`config.mk`:
```
export PLATFORM = sky130hd
export DESIGN_NAME = washing_cycle_sequencer_unit
export DESIGN_NICKNAME = d
export VERILOG_FILES = /design/src/sv/wcs_pkg.sv /design/src/sv/washing_cycle_sequencer_unit.sv
export SDC_FILE = /design/constraint.sdc
export NUM_CORES = 1
export LEC_CHECK = 0
export ABC_AREA = 1
export BUFFER_PORTS_ARGS = -buffer_cell sky130_fd_sc_hd__buf_2
export CAP_MARGIN = 20
export CORE_MARGIN = 2
export CORE_UTILIZATION = 32
export DETAILED_ROUTE_END_ITERATION = 12
export HOLD_SLACK_MARGIN = 0.15
export PLACE_DENSITY = 0.62
export SYNTH_ARGS = -nofsm -noshare
export SYNTH_HDL_FRONTEND = slang
export SYNTH_SLANG_ARGS = --single-unit
```
`constraint.sdc`:
```
create_clock -name clk -period 3.88 [get_ports clk]
set_clock_uncertainty 0.2 [all_clocks]
set_input_delay 0.194 -clock clk [delete_from_list [all_inputs] [get_ports clk]]
set_output_delay 0.194 -clock clk [all_outputs]
set_load 0.005 [all_outputs]
```
`src/sv/wcs_pkg.sv`:
```
// Shared types and constants for the washing cycle sequencer.
// Used by the top level and by its bound checker; no dependencies.
package wcs_pkg;

  // Register index on the configuration port (byte address / 4).
  typedef enum logic [1:0] {
    REG_WASH_MODE    = 2'd0,
    REG_WATER_TARGET = 2'd1,
    REG_DRAIN_COUNT  = 2'd2
  } reg_index_t;

  // Wash mode codes.
  localparam logic [2:0] MODE_NORMAL    = 3'd1;
  localparam logic [2:0] MODE_SOAK      = 3'd2;
  localparam logic [2:0] MODE_QUICK     = 3'd3;
  localparam logic [2:0] MODE_GENTLE    = 3'd4;
  localparam logic [2:0] MODE_SPIN_ONLY = 3'd5;

  // Program step codes as they appear on the result.
  localparam logic [2:0] STEP_IDLE  = 3'd0;
  localparam logic [2:0] STEP_FILL  = 3'd1;
  localparam logic [2:0] STEP_WASH  = 3'd2;
  localparam logic [2:0] STEP_DRAIN = 3'd3;
  localparam logic [2:0] STEP_SPIN  = 3'd4;
  localparam logic [2:0] STEP_BEEP  = 3'd5;

  // Timing in millisecond ticks.
  localparam logic [14:0] WASH_NORMAL_MS = 15'd15000;
  localparam logic [14:0] WASH_SOAK_MS   = 15'd25000;
  localparam logic [14:0] WASH_QUICK_MS  = 15'd10000;
  localparam logic [14:0] SOAK_RUN_MS    = 15'd10000;
  localparam logic [14:0] SOAK_PAUSE_MS  = 15'd15000;
  localparam logic [11:0] REVERSE_MS     = 12'd3000;
  localparam logic [13:0] SPIN_MS        = 14'd10000;
  localparam logic [9:0]  BEEP_HALF_MS   = 10'd800;
  localparam logic [2:0]  BEEP_LAST      = 3'd3;

  localparam logic [7:0]  LEVEL_STEP     = 8'd10;
  localparam logic [6:0]  DRAIN_EMPTY    = 7'd10;
  localparam logic [9:0]  SPEED_FULL     = 10'd1000;
  localparam logic [9:0]  SPEED_GENTLE   = 10'd750;

  typedef struct packed {
    logic       run;
    logic [6:0] tank_level;
  } tick_t;

  typedef struct packed {
    logic        fill_valve;
    logic        drain_valve;
    logic        drain_lamp;
    logic        motor_on;
    logic        motor_reverse;
    logic        buzzer;
    logic [9:0]  speed_scale;
    logic [2:0]  step;
    logic [3:0]  drains_done;
    logic [14:0] wash_left;
    logic        done_res;
  } stat_t;

  function automatic logic [14:0] wash_length(input logic [2:0] mode);
    logic [14:0] len;
    case (mode)
      MODE_SOAK:      len = WASH_SOAK_MS;
      MODE_QUICK:     len = WASH_QUICK_MS;
      MODE_SPIN_ONLY: len = '0;
      default:        len = WASH_NORMAL_MS;
    endcase
    return len;
  endfunction

endpackage

```
`src/sv/washing_cycle_sequencer_unit.sv`:
```
// A result is registered when its tick is accepted, via the skid slot if the output stalls.
// Throughput: one tick per clock cycle while tick_stall is low; all per-tick work is one register stage.
// A two-entry output buffer (result register plus skid slot) lets a tick be
// accepted while one result waits; tick_stall is high only when both are full.
// Synchronous active-high rst returns the program to idle, the registers to
// mode 1, target 5, one round, and the held result to its power-on value.
module washing_cycle_sequencer_unit (
  input  logic          clk,
  input  logic          rst,
  input  logic          tick_valid,
  output logic          tick_stall,
  input  wcs_pkg::tick_t tick,
  output logic          stat_valid,
  input  logic          stat_stall,
  output wcs_pkg::stat_t stat,
  input  logic          psel,
  input  logic          penable,
  input  logic          pwrite,
  input  logic [3:0]    paddr,
  input  logic [31:0]   pwdata,
  output logic [31:0]   prdata,
  output logic          pready
);
  import wcs_pkg::*;

  typedef enum logic [2:0] {
    PH_IDLE  = STEP_IDLE,
    PH_FILL  = STEP_FILL,
    PH_WASH  = STEP_WASH,
    PH_DRAIN = STEP_DRAIN,
    PH_SPIN  = STEP_SPIN,
    PH_BEEP  = STEP_BEEP
  } phase_t;

  // Configuration registers.
  logic [2:0] wash_mode;
  logic [3:0] water_target;
  logic [3:0] drain_count;

  // Program state.
  phase_t      phase, phase_next;
  logic [14:0] wash_elapsed, wash_elapsed_next;
  logic [11:0] reverse_elapsed, reverse_elapsed_next;
  logic        direction, direction_next;
  logic [3:0]  rounds_done, rounds_done_next;
  logic [13:0] spin_elapsed, spin_elapsed_next;
  logic [9:0]  beep_elapsed, beep_elapsed_next;
  logic        beep_level, beep_level_next;
  logic [2:0]  beeps_sounded, beeps_sounded_next;
  logic        finished, finished_next;

  // Output latches: they hold until a phase drives them.
  logic        fill_valve, fill_valve_next;
  logic        drain_valve, drain_valve_next;
  logic        drain_lamp, drain_lamp_next;
  logic        motor_on, motor_on_next;
  logic        motor_reverse, motor_reverse_next;
  logic        buzzer, buzzer_next;
  logic [9:0]  speed_scale, speed_scale_next;

  // Last result, repeated for ticks with run low.
  stat_t last_res;
  stat_t res_next;

  logic        skid_valid;
  stat_t       skid;
  logic        accept;
  logic        out_take;
  logic        cfg_write;
  logic [1:0]  cfg_index;
  logic [7:0]  fill_limit;
  logic [14:0] len;
  logic [3:0]  rounds_inc;
  logic        soak_pause;

  assign accept     = tick_valid && !tick_stall;
  assign tick_stall = skid_valid;
  assign out_take   = stat_valid && !stat_stall;
  assign pready     = 1'b1;
  assign cfg_write  = psel && penable && pwrite;
  assign cfg_index  = paddr[3:2];

  assign fill_limit = {4'd0, water_target} * LEVEL_STEP;
  assign len        = wash_length(wash_mode);
  assign rounds_inc = rounds_done + 4'd1;
  // Soak mode stops the drum between the two wash runs.
  assign soak_pause = (wash_mode == MODE_SOAK) && (wash_elapsed >= SOAK_RUN_MS) &&
                      (wash_elapsed <= SOAK_PAUSE_MS);

  always_comb begin
    case (cfg_index)
      REG_WASH_MODE:    prdata = {29'd0, wash_mode};
      REG_WATER_TARGET: prdata = {28'd0, water_target};
      REG_DRAIN_COUNT:  prdata = {28'd0, drain_count};
      default:          prdata = '0;
    endcase
  end

  always_comb begin
    phase_next           = phase;
    wash_elapsed_next    = wash_elapsed;
    reverse_elapsed_next = reverse_elapsed;
    direction_next       = direction;
    rounds_done_next     = rounds_done;
    spin_elapsed_next    = spin_elapsed;
    beep_elapsed_next    = beep_elapsed;
    beep_level_next      = beep_level;
    beeps_sounded_next   = beeps_sounded;
    finished_next        = finished;
    fill_valve_next      = fill_valve;
    drain_valve_next     = drain_valve;
    drain_lamp_next      = drain_lamp;
    motor_on_next        = motor_on;
    motor_reverse_next   = motor_reverse;
    buzzer_next          = buzzer;
    speed_scale_next     = speed_scale;

    case (phase)
      PH_FILL: begin
        if (wash_mode == MODE_SPIN_ONLY) begin
          phase_next = PH_SPIN;
        end else if ({1'b0, tick.tank_level} <= fill_limit) begin
          fill_valve_next = 1'b1;
        end else begin
          fill_valve_next = 1'b0;
          phase_next      = PH_WASH;
        end
      end
      PH_WASH: begin
        if (wash_elapsed < len) begin
          if (!soak_pause) begin
            motor_on_next      = 1'b1;
            motor_reverse_next = direction;
            if (reverse_elapsed > REVERSE_MS) begin
              direction_next       = !direction;
              reverse_elapsed_next = 12'd1;
            end else if (reverse_elapsed != '1) begin
              reverse_elapsed_next = reverse_elapsed + 12'd1;
            end
          end else begin
            motor_on_next = 1'b0;
            if (reverse_elapsed != '1) begin
              reverse_elapsed_next = reverse_elapsed + 12'd1;
            end
          end
          if (wash_elapsed != '1) begin
            wash_elapsed_next = wash_elapsed + 15'd1;
          end
        end else begin
          motor_on_next        = 1'b0;
          wash_elapsed_next    = '0;
          reverse_elapsed_next = '0;
          phase_next           = PH_DRAIN;
        end
      end
      PH_DRAIN: begin
        if (tick.tank_level >= DRAIN_EMPTY) begin
          drain_valve_next = 1'b1;
          drain_lamp_next  = 1'b1;
        end else begin
          drain_valve_next = 1'b0;
          drain_lamp_next  = 1'b0;
          if (rounds_inc != drain_count) begin
            rounds_done_next = rounds_inc;
            phase_next       = PH_FILL;
          end else begin
            rounds_done_next = '0;
            phase_next       = PH_SPIN;
          end
        end
      end
      PH_SPIN: begin
        if (spin_elapsed < SPIN_MS) begin
          drain_valve_next   = 1'b1;
          motor_on_next      = 1'b1;
          motor_reverse_next = 1'b1;
          spin_elapsed_next  = spin_elapsed + 14'd1;
        end else begin
          drain_valve_next   = 1'b0;
          motor_on_next      = 1'b0;
          motor_reverse_next = 1'b0;
          spin_elapsed_next  = '0;
          phase_next         = PH_BEEP;
        end
      end
      PH_BEEP: begin
        if (beeps_sounded > BEEP_LAST) begin
          finished_next      = 1'b1;
          buzzer_next        = 1'b0;
          beeps_sounded_next = '0;
          beep_elapsed_next  = '0;
          phase_next         = PH_IDLE;
        end else begin
          buzzer_next = beep_level;
          if (beep_elapsed > BEEP_HALF_MS) begin
            beep_level_next   = !beep_level;
            // A beep is counted on each rising edge of the buzzer level.
            if (!beep_level) begin
              beeps_sounded_next = beeps_sounded + 3'd1;
            end
            beep_elapsed_next = 10'd1;
          end else begin
            beep_elapsed_next = beep_elapsed + 10'd1;
          end
        end
      end
      default: begin
        finished_next    = 1'b0;
        rounds_done_next = '0;
        speed_scale_next = (wash_mode == MODE_GENTLE) ? SPEED_GENTLE : SPEED_FULL;
        phase_next       = PH_FILL;
      end
    endcase

    if (tick.run) begin
      res_next.fill_valve    = fill_valve_next;
      res_next.drain_valve   = drain_valve_next;
      res_next.drain_lamp    = drain_lamp_next;
      res_next.motor_on      = motor_on_next;
      res_next.motor_reverse = motor_reverse_next;
      res_next.buzzer        = buzzer_next;
      res_next.speed_scale   = speed_scale_next;
      res_next.step          = phase_next;
      res_next.drains_done   = rounds_done_next;
      res_next.wash_left     = (len > wash_elapsed_next) ? len - wash_elapsed_next : '0;
      res_next.done_res      = finished_next;
    end else begin
      res_next = last_res;
    end
  end

  always_ff @(posedge clk) begin
    if (rst) begin
      wash_mode       <= MODE_NORMAL;
      water_target    <= 4'd5;
      drain_count     <= 4'd1;
      phase           <= PH_IDLE;
      wash_elapsed    <= '0;
      reverse_elapsed <= '0;
      direction       <= 1'b0;
      rounds_done     <= '0;
      spin_elapsed    <= '0;
      beep_elapsed    <= '0;
      beep_level      <= 1'b0;
      beeps_sounded   <= '0;
      finished        <= 1'b0;
      fill_valve      <= 1'b0;
      drain_valve     <= 1'b0;
      drain_lamp      <= 1'b0;
      motor_on        <= 1'b0;
      motor_reverse   <= 1'b0;
      buzzer          <= 1'b0;
      speed_scale     <= SPEED_FULL;
      last_res        <= '{fill_valve: 1'b0, drain_valve: 1'b0, drain_lamp: 1'b0,
                           motor_on: 1'b0, motor_reverse: 1'b0, buzzer: 1'b0,
                           speed_scale: SPEED_FULL, step: STEP_IDLE,
                           drains_done: 4'd0, wash_left: WASH_NORMAL_MS,
                           done_res: 1'b0};
      stat_valid      <= 1'b0;
      skid_valid      <= 1'b0;
    end else begin
      if (cfg_write) begin
        case (cfg_index)
          REG_WASH_MODE:    wash_mode    <= pwdata[2:0];
          REG_WATER_TARGET: water_target <= pwdata[3:0];
          REG_DRAIN_COUNT:  drain_count  <= pwdata[3:0];
          default: ;
        endcase
      end

      if (accept && tick.run) begin
        phase           <= phase_next;
        wash_elapsed    <= wash_elapsed_next;
        reverse_elapsed <= reverse_elapsed_next;
        direction       <= direction_next;
        rounds_done     <= rounds_done_next;
        spin_elapsed    <= spin_elapsed_next;
        beep_elapsed    <= beep_elapsed_next;
        beep_level      <= beep_level_next;
        beeps_sounded   <= beeps_sounded_next;
        finished        <= finished_next;
        fill_valve      <= fill_valve_next;
        drain_valve     <= drain_valve_next;
        drain_lamp      <= drain_lamp_next;
        motor_on        <= motor_on_next;
        motor_reverse   <= motor_reverse_next;
        buzzer          <= buzzer_next;
        speed_scale     <= speed_scale_next;
        last_res        <= res_next;
      end

      if (skid_valid) begin
        if (out_take) begin
          skid_valid <= 1'b0;
        end
      end else if (accept) begin
        if (stat_valid && stat_stall) begin
          skid_valid <= 1'b1;
        end else begin
          stat_valid <= 1'b1;
        end
      end else if (out_take) begin
        stat_valid <= 1'b0;
      end
    end
  end

  // Payload side of the output buffer; no reset needed.
  always_ff @(posedge clk) begin
    if (skid_valid) begin
      if (out_take) begin
        stat <= skid;
      end
    end else if (accept) begin
      if (stat_valid && stat_stall) begin
        skid <= res_next;
      end else begin
        stat <= res_next;
      end
    end
  end

endmodule

```
Word-level counts from Yosys, hierarchy flattened
Index checks and enable logic that the tools add are counted.

operators by class
  div/mod/pow operators = 0
  reductions and logical operators = 31
  multiplexer cells = 58
  add/subtract/negate cells = 7
  $mul = 1
  equality and inequality tests = 18
  bitwise gates (word level) = 3
  magnitude comparators = 10
  shifts and indexed selects = 0

operators by type and width
  operator                 number
  $mux W39                 5
  $mux W15                 4
  $mux W12                 4
  $pmux W15 S3             1
  $mux W10                 3
  $mux W3                  10
  $mux W1                  20
  $add A15 B1 Y15 const B  1
  $ge A15 B14 Y1 const B   1
  $gt A15 B15 Y1           1
  $le A15 B14 Y1 const B   1
  $lt A15 B15 Y1           1
  $ne A15 B15 Y1 const B   1
  $pmux W3 S5              1
  $sub A15 B15 Y15         1
  $add A14 B1 Y14 const B  1
  $lt A14 B14 Y1 const B   1
  $mux W14                 1
  $add A12 B1 Y12 const B  1
  $eq A3 B2 Y1 const B     4
  $eq A3 B3 Y1 const B     4
  $gt A12 B12 Y1 const B   1
  $ne A12 B12 Y1 const B   1
  $pmux W4 S3              1
  29 further kinds         58

word-level totals
  bits in latches = 0
  RAM bits = 0
  bits in registers = 210
  logic and storage cells = 183
  memories kept = 0
  output and inout port bits = 74
  bits of input ports = 51
  bits in read-only memories = 0

Depth between registers and ports, before layout
  depth after elaboration = 11
  mapped depth = 29
  mapped depth without buffers = 28

Least setup slack after synthesis
No wires, ideal clock.

  kind = reg2reg
  start = reg wash_mode[1]
  end = reg stat[9] (netlist name) (data pin)
  path buffers = 2
  required time = 3.404 ns
  library setup time = 0.276 ns
  period minus slack after synthesis = 4.061 ns
  cell stages (with the launch flop) = 23
  arrival time = 3.585 ns
  setup slack = -0.181 ns
  cells stage by stage = dfxtp_1 inv_2 nor2_2 inv_1 nor2_1 inv_2 ha_1 a21oi_1 o21ai_0 nor2_1 nand2_4 nand2_4 buf_4 o211ai_1 ha_1 a21o_1 nor2_1 nor2_1 nor3_1 a21oi_4 buf_12 nand2_4 a31oi_2

between the ends
  cells in the longest elaborated chain, start to end = 11
  elaborated cells on any way between the ends = 14
  classes of those cells = 1 x add/sub; 2 x order compare; 3 x eq/ne; 8 x mux

RTL lines
  item                                                RTL line                             source
  from (decl)                                         washing_cycle_sequencer_unit.sv:36   logic [2:0] wash_mode;
  from (signal assigned)                              washing_cycle_sequencer_unit.sv:264  REG_WASH_MODE: wash_mode <= pwdata[2:0];
  $eq A3 B3 Y1 or $eq A3 B2 Y1 (tied branches)        wcs_pkg.sv:64                        case (mode)
  $pmux W15 S3 *                                      wcs_pkg.sv:64
  $lt A15 B15 Y1                                      washing_cycle_sequencer_unit.sv:130  if (wash_elapsed < len) begin
  $mux W15                                            washing_cycle_sequencer_unit.sv:130
  $mux W15                                            washing_cycle_sequencer_unit.sv:118  case (phase)
  $sub A15 B15 Y15 or $gt A15 B15 Y1 (tied branches)  washing_cycle_sequencer_unit.sv:225  res_next.wash_left = (len > wash_elapsed_next) ? len - wash_elapsed_next : '0;
  $mux W15 *                                          washing_cycle_sequencer_unit.sv:225
  $mux W39 *                                          washing_cycle_sequencer_unit.sv:215  if (tick.run) begin
  $mux W39 *                                          washing_cycle_sequencer_unit.sv:315  if (stat_valid && stat_stall) begin
  $mux W39 *                                          washing_cycle_sequencer_unit.sv:314  end else if (accept) begin
  $mux W39 *                                          washing_cycle_sequencer_unit.sv:310  if (skid_valid) begin
  to (signal assigned)                                washing_cycle_sequencer_unit.sv:312  stat <= skid;
  to (signal assigned)                                washing_cycle_sequencer_unit.sv:318  stat <= res_next;
  to (decl)                                           washing_cycle_sequencer_unit.sv:15   output wcs_pkg::stat_t stat,

Mark *: on every way between the ends. The rest lies on a longest branch, timed or not. The select of a mux whose other input is x is not followed.
A chain may end at the register's enable or synchronous reset.

Worst setup path after layout
  start = reg wash_mode[0]
  end = reg stat[1] (netlist name) (data pin)

The elaborated chain is that of the path after synthesis.

==> results.md <==
* First-pass GRT wire length at ~43 mm
* Synth area leaders: dfxtp_1 24%, edfxtp_1 21%, nand2_1 11%
* Grt total ovfl at 0
* WL per Instance at 13.1 um
* Area added between synthesis and finish at 22.5%
* Final worst path period share at 0.979
* Max Cap Viol at 0
* Gate Count Post-Synth at 1411
* Commonest non-fill, non-tap cell in the layout: nand2_1
* Layout fillers at ~3500
* Storage cell area at 4990 um^2
* Clk root buf: clkbuf_16
* Yosys reg bits at 210
* Worst setup SP type: flip-flop
* Reg-to-reg slack, setup at 80 ps
* Final slew viol count at 0
* PwrDens at around 380 nW/um^2
* Critical path required time at 3910 ps
* Largest net degree at the start of global routing at 67
* Initial DRC Count at 671
* DR vias at ~10000
* Post-route insts no fill at just over 2000
* DRC viols at 0
* CTS sink cnt at between 200 and 250
* VDD IR-drop max at 314 uV
* Seq/Total Area, Yosys at 0.447
* CTS Buf Count at 24
* RSZ-0062 raised after global routing: true
* Worst Max-Slew Pin Slew at approximately 720 ps
* Endpoint, Worst Hold: speed_scale[5]$_SDFFE_PP1P_
* 1st-pass router iterations at 5
* Routed Antenna Nets at 0
* Gr usage total at 0.144
* CTS tree: done
* Mapped Avg Cell Area at about 7.9 um^2
* Worst flop-to-flop path startpoint: wash_mode[0]$_SDFFE_PP1P_
* Critical hold path startpoint: speed_scale[5]$_SDFFE_PP1P_
* Share of layout cells above drive strength 1 at 0.194
* PortBufs at 65
* Status: finished, final reports clean
* Dpl hpwl at around 19 mm
* DIE WIDTH at between 150 and 200 um
* Final Hold Fails at 0
* Crit. End Element: flip-flop
* DR vias/cell at 4.78
* Crit path largest cell delay at around 340 ps
* CP arrival at 3830 ps
* Mapped cell area at between 10000 and 15000 um^2
* CTS H-Tree Depth at 1
* Slowest CP cell: dfxtp_2
* Final WL at 26.6 mm
* Most frequent cells in the layout: 327 x nand2_1, 144 x inv_1, 129 x dfxtp_1, 116 x nor2_1, 102 x a21oi_1
* GP Congestion at around 0.9
* Ys Warns at 0
* Setup TNS at 0 ps
* Clk buf depth at 3
* Initial antenna violation count at 0
* Min-Delay Path Depth at 2
* Starting Density at 0.324
* Die area at approximately 36000 um^2
* Reg2reg path depth at 23
* RR Endpoint: stat[1]$_DFFE_PP_
* CP Cell Sequence: buf_4, buf_4, nor2_4, inv_2, ha_4, nand4_1, nor3_2, nand2_2, nand2_4, nand2_8, buf_4, nand2_2, ha_4, a21oi_2, nor2_1, nor2_2, nor2_1, nor3_2, a21oi_4, buf_12, buf_12, nand2_2, a31oi_2
* Cell Rows at 68
* Total power at 5.15 mW
* Post-synth ARST share at 0
* Relative slew slack at 0.518
* Synth area leader: dfxtp_1
* Antenna cell count at 0
* Die H at 191 um
* Final Critical Period at roughly 3800 ps
* Clk slew on worst S/H paths at roughly 60 ps
* Hold Crit Class: reg2reg
* Max FO, Critical Path at 8
* Core area at about 34000 um^2
* Io pins at ~130
* Number of global-route vias before repair at a little under 9000
* Number of nets at the end of the flow at between 1500 and 2000
* Number of synthesized flops with an enable pin at a little under 80
* Area of the multi-input gates at 5530 um^2
* Cells after DPL at 1952
* Leakage power at roughly 5.6 nW
* Fmax at around 260 MHz
* Clock insertion delay at the later pin of the skew report at 520 ps
* Share of the synthesized area in the top cell type at 0.237
* Ys flop type: dfxtp_1
* Setup Viol. Count Final at 0
* Crit Path Class: reg2reg
* Distinct cells, synth at 59
stage by stage:
| stage | hold WS [ps] | utilization | instance area [um^2] | setup slack (ps) |
|---|---|---|---|---|
| 6_report | 241 | 0.397 | 13700 | 81.7 |
| 5_1_grt | 262 | 0.397 | 13700 | -106 |
| 4_1_cts | 243 | 0.389 | 13400 | 0.484 |
| 3_5_place_dp | 233 | 0.357 | 12300 | -95.2 |
| 3_3_place_gp | 228 | 0.357 | 12300 | -39.9 |
| 2_1_floorplan | 120 | - | 11200 | 6.04 |
cell families after synthesis:
kind of cell,count (synthesis),synth area share
AO/OA/AOI/OAI,270,0.144
XOR/XNOR,26,0.0211
adder cells (fa/ha/maj),43,0.0490
buffers and inverters,237,0.0921
flip-flops,210,0.447
other,2,0.000674
AND/OR/NAND/NOR,623,0.246
worst max-delay path by stage:
stage                                   start                end  slack, ps  cells past startpoint
floorplan           wash_mode[1]$_SDFFE_PP0P_  stat[9]$_DFFE_PP_          6                     22
global placement    wash_mode[1]$_SDFFE_PP0P_  stat[3]$_DFFE_PP_        -40                     22
detailed placement  wash_mode[0]$_SDFFE_PP1P_  stat[1]$_DFFE_PP_       -100                     21
CTS                 wash_mode[1]$_SDFFE_PP0P_  stat[1]$_DFFE_PP_        0.5                     23
global route        wash_mode[1]$_SDFFE_PP0P_  stat[5]$_DFFE_PP_       -110                     22
finish              wash_mode[0]$_SDFFE_PP1P_  stat[1]$_DFFE_PP_         80                     23
final cells by class:
type	count	share of cell area
clock buffers	36	0.0490
clock inverters	8	0.00431
inverters	161	0.0445
multi-input cells	992	0.405
flip-flops and latches	210	0.365
well taps	455	0.0417
repair buffers	173	0.0900
routing by layer:
metal / part of all wire / global-route usage / vias to the layer above
met5: 0 / 0 / -
met4: 0.017 / 0.0346 / 0
met3: 0.054 / 0.0188 / 36
met2: 0.43 / 0.231 / 262
met1: 0.50 / 0.206 / 4480
li1: - / - / 4944
cell usage after synthesis, drive strengths merged, types with 2 or more instances:
cell      n
dfxtp   132
nor2    134
a21boi    2
nor4      7
clkbuf   40
inv     160
a31oi    22
o21a      3
o21ai    86
xor2     18
o221ai    4
a21o      2
nor3     31
nand4    13
a22oi    11
nand3b    4
nand2   360
ha       42
edfxtp   78
o22ai     4
nor3b     4
and3      2
nand3    63
and2      2
buf      36
o211ai   11
conb      2
a211oi    4
or2       3
a21oi   114
xnor2     8
critical path, delay by kind of cell, from the launching register on:
kind                       cells  cell delay [ps]
buffers and inverters          6              770
DFF                            1              340
and+or+nand+nor               12             1390
adders and majority gates      2              480
AOI/OAI and AO/OA              3              330
state kept, by name, indices dropped and copies added, names as in the netlist, 3 cells and up:
signal	count
drain_count	4
beep_elapsed	10
wash_mode	3
phase	3
last_res	39
skid	39
spin_elapsed	14
reverse_elapsed	12
wash_elapsed	15
rounds_done	4
beeps_sounded	3
water_target	4
speed_scale	10
stat	39
power breakdown:
group	switching (mW)	internal [mW]	total, mW
Combinational	0.383	0.246	0.630
Clock	0.900	1.20	2.10
Sequential	0.0405	2.39	2.43
Total	1.32	3.83	5.15
timing repair:
action / in CTS / in global routing
endpoints found under the hold margin: 63 / 0
cloned: 1 / 0
pin swaps: 8 / 18
hold buffers: 24 / 0
endpoints found under the setup margin: 31 / 45
setup buffers: 6 / 10
gates resized for setup: 15 / 49
Power figures use the tool's default switching activity.
